===== config.mk =====
export PLATFORM = sky130hd
export DESIGN_NAME = tpe_div
export DESIGN_NICKNAME = d
export VERILOG_FILES = /design/src/hdl/tpe_div.sv
export SDC_FILE = /design/constraint.sdc
export NUM_CORES = 1
export LEC_CHECK = 0
export BUFFER_PORTS_ARGS = -buffer_cell sky130_fd_sc_hd__clkbuf_2
export CAP_MARGIN = 10
export CORE_ASPECT_RATIO = 2
export CORE_MARGIN = 4
export CORE_UTILIZATION = 50
export CTS_CLUSTER_DIAMETER = 40
export CTS_CLUSTER_SIZE = 14
export DETAILED_ROUTE_END_ITERATION = 8
export HOLD_SLACK_MARGIN = 0.1
export PLACE_DENSITY = 0.77
export SYNTH_ARGS = -nofsm -noshare
export SYNTH_HDL_FRONTEND = slang
export SYNTH_SLANG_ARGS = --single-unit

===== constraint.sdc =====
create_clock -name clk -period 3.1 [get_ports clk]
set_clock_uncertainty 0.2 [all_clocks]
set_input_delay 0.31 -clock clk [delete_from_list [all_inputs] [get_ports clk]]
set_output_delay 0.31 -clock clk [all_outputs]
set_load 0.005 [all_outputs]

===== src/hdl/tpe_div.sv =====
// restoring unsigned divider, one quotient bit per cycle
// no dependencies
module tpe_div #(
    parameter int NW = 50,
    parameter int DW = 33
) (
    input  logic          clk,
    input  logic          rst_n,
    input  logic          start,
    input  logic [NW-1:0] dividend,
    input  logic [DW-1:0] divisor,
    output logic          done,
    output logic [NW-1:0] quotient
);

    localparam int CNTW = $clog2(NW + 1);

    logic [NW-1:0]   q_reg;
    logic [DW-1:0]   rem_reg;
    logic [DW-1:0]   d_reg;
    logic [CNTW-1:0] cnt_reg;
    logic            done_reg;
    logic [DW:0]     r_sh;
    logic [DW:0]     r_sub;
    logic            fits;

    assign r_sh  = {rem_reg, q_reg[NW-1]};
    assign r_sub = r_sh - {1'b0, d_reg};
    assign fits  = (r_sh >= {1'b0, d_reg});

    always_ff @(posedge clk or negedge rst_n)
    begin
        if (!rst_n)
        begin
            cnt_reg  <= '0;
            done_reg <= 1'b0;
        end
        else
        begin
            done_reg <= 1'b0;
            if (start)
            begin
                cnt_reg <= CNTW'(NW);
            end
            else if (cnt_reg != '0)
            begin
                cnt_reg <= cnt_reg - 1'b1;
                if (cnt_reg == CNTW'(1))
                begin
                    done_reg <= 1'b1;
                end
            end
        end
    end

    always_ff @(posedge clk)
    begin
        if (start)
        begin
            q_reg   <= dividend;
            rem_reg <= '0;
            d_reg   <= divisor;
        end
        else if (cnt_reg != '0)
        begin
            if (fits)
            begin
                rem_reg <= r_sub[DW-1:0];
                q_reg   <= {q_reg[NW-2:0], 1'b1};
            end
            else
            begin
                rem_reg <= r_sh[DW-1:0];
                q_reg   <= {q_reg[NW-2:0], 1'b0};
            end
        end
    end

    assign done     = done_reg;
    assign quotient = q_reg;

endmodule


==> run_results.csv <==
group,metric,value,unit
sta,max-slew-margin-rel,43.9,%
floorplan,die_h,171,µm
floorplan,start_util,50.9,%
layout,layout.nets,983,
clocking,tritoncts,"done",
layout,final_cell_mix,"clkbuf_2 (135), dlygate4sd3_1 (85), edfxtp_1 (83)",
layout,drive_gt1_share,31.0,%
floorplan,die_x,89.3,µm
grt,antenna_found_initial,0,
grt,grt_remaining_overflow,0,
logic_synthesis,ys_async_sr_fraction,5.69,%
drt,drt_pass1_iterations,7,
sta,maxSlewViolCount,0,
sta,fin_ws,-0.124,ns
sta,fmax,310,MHz
logic_synthesis,syn-cell-area,6610,µm²
setup_path,cp.required,3.18,ns
floorplan,die_area,15200,µm²
pwr,total_leakage_power,4.04,nW
place,dp_hpwl,12400,µm
clocking,worst_skew_pair.late_latency,0.42,ns
layout,num_antenna_cells,0,
drt,drt_iter0_drc,294,
clocking,clkSinkCount,123,
setup_path,cp_max_fo,3,
grt,gr-usage-all-layers,27.4,%
sta,final-hold-violation-count,0,
drt,ant_nets,0,
clocking,numCtsBuffers,17,
logic_synthesis,synth_area_per_cell,10.7,µm²
logic_synthesis,ys_seq_area_share,50.3,%
place,placed_area,7490,µm²
sta,finalCritPeriodShare,104,%
logic_synthesis,synth_cell_type_count,57,
logic_synthesis,synth_top_area_share,37.7,%
pwr,power,7.65,mW
clocking,path_clk_slew,0.06,ns
grt,grt_pass1_vias,6418,
logic_synthesis,yosys_warnings,0,
clocking,cts_htree_levels,4,
floorplan,boundaryPins,137,
logic_synthesis,synth-edff-count,83,
sta,fin_setup_tns,-1.36,ns
layout,register_area,3330,µm²
place,io_buffers,136,
pwr,peakVddDrop,627,µV
setup_path,critical_path_class,"reg2reg",
setup_path,slowest_stage,"edfxtp_1",
drt,post_drt_wl_per_cell,19.5,µm
grt,grt_start_max_net_pins,37,
drt,vias,6013,
job,cap_viol_max_count,0,
layout,final_area,9180,µm²
sta,fin_crit,3.22,ns
setup_path,crit_path_end_kind,"register",
logic_synthesis,synthesis.nets,739,
logic_synthesis,synth_cells,617,
setup_path,start_kind,"register",
setup_path,worst-path-buf-inv,3,
logic_synthesis,synth-seq-cells,123,
sta,rsz0062_at_grt,"yes",
outcome,status,"finished, violations left",
outcome,violations,"negative setup slack",
drt,routed_wirelength,20000,µm
setup_path,slowest_delay,0.39,ns
setup_path,cp.arrival,3.30,ns
layout,area_delta_synth_final,38.9,%
logic_synthesis,synth-main-ff-cell,"edfxtp_1",
clocking,cts-root-buf,"clkbuf_16",
grt,grt_pass1_wl,31800,µm
pwr,cellPowerDensity,833,nW/µm²
layout,multi_input_area,3060,µm²
sta,finalSetupViolCount,28,
sta,worst_pin_slew,0.841,ns
logic_synthesis,yosys.area.top_type,"edfxtp_1",
layout,largest_reg_flops,50,
place,routabilityCongestion,0.976,
setup_path,worstPathCellList,"inv_1 > ha_2 > inv_2 > fa_2 > a21o_1 > a221o_1 > buf_4 > a22oi_2 > a211oi_2 > o21ai_2 > o31ai_2 > xor2_1 > mux2i_1 > o21ai_1",
clocking,cts_buffer_depth,2,
floorplan,core-area,13000,µm²
logic_synthesis,synth.area.top_cells,"edfxtp_1 (38%), dfxtp_1 (10%), mux2_2 (8.3%)",
floorplan,row_count,59,
layout,fill_cells,866,
setup_path,crit_family,"compound AO/OA/AOI/OAI gates",
drt,drc,0,
layout,layout_commonest_cell,"clkbuf_2",
hold_path,hp-class,"in2reg",
drt,viasPerCell,5.86,
## area by class of cell
cell class	count	area share (%)
Sequential cell	123	36.2
Multi-Input combinational cell	424	33.3
Timing Repair Buffer	250	20.0
Clock buffer	17	4.63
Tap cell	152	2.07
Clock inverter	15	1.84
Inverter	45	1.84
## power by group
part	total [mW]	internal (mW)	leakage, nW	switching (mW)
clock network	2.02	1.15	0.291	0.866
logic	3.28	1.51	2.54	1.78
registers	2.36	2.09	1.21	0.263
## what timing repair did
item / CTS / global route
buffers inserted: 8 / 4
hold buffers: 85 / 0
pin swaps: 13 / 12
endpoints found under the hold margin: 90 / 0
gates resized for setup: 21 / 7
cloned: 2 / 1
endpoints found under the setup margin: 34 / 34
## synth_stat cells (4+ instances only)
library cell	count
and3_1	5
a32oi_1	9
xnor2_1	14
a211oi_1	5
o21ai_0	44
nand4_1	7
o21ai_1	8
inv_1	45
a31oi_1	4
mux2i_1	5
clkbuf_1	15
nor3_1	9
edfxtp_1	83
buf_4	4
ha_1	35
nand2_1	53
dfrtp_1	7
a21o_1	13
nor2_1	39
nand2b_1	5
dfxtp_1	33
nand3_1	8
a21oi_1	54
mux2_2	49
xor2_1	17
## cells by family after synthesis
| family | count (synthesis) | share of synthesized area [%] |
|---|---|---|
| AO/OA/AOI/OAI | 164 | 15.5 |
| AND/OR/NAND/NOR | 139 | 9.54 |
| flip-flops | 123 | 50.3 |
| buffers and inverters | 70 | 4.47 |
| multiplexers | 54 | 9.10 |
| adder cells (fa/ha/maj) | 36 | 6.93 |
| XOR/XNOR | 31 | 4.11 |
## per-layer routing
metal | share of wire (%) | up-vias | GRT usage (%)
met5 | 0 | - | 0
met4 | 5.7 | 0 | 16.7
met3 | 6.0 | 104 | 6.07
met2 | 54 | 302 | 48.4
met1 | 34 | 2871 | 28.3
li1 | - | 2736 | -
## final timing paths
check	from	endpoint	slack, ns	cells past startpoint
worst max-delay path	quotient[49]	rem_reg[28]	-0.12	14
worst min-delay path	start	cnt_reg[3]	0.12	2
worst max register to register	quotient[49]	rem_reg[28]	-0.12	14
worst min register to register	rem_reg[28]	rem_reg[28]	0.27	2
max in group asynchronous	rst_n	cnt_reg[5]	1.81	3
min in group asynchronous	rst_n	cnt_reg[1]	0.64	3
## through the flow
step	worst slack [ns]	hold WS (ns)	util (%)	cells
global placement	-0.115	-0.0448	57.7	896
floorplan	0.0181	-0.186	-	617
CTS	-0.0682	0.106	70.2	1022
detailed placement	-0.210	-0.0433	57.7	896
global route	-0.250	0.138	70.7	1026
finish	-0.124	0.119	70.7	1026
No activity file was read; power rests on OpenSTA's default activity.
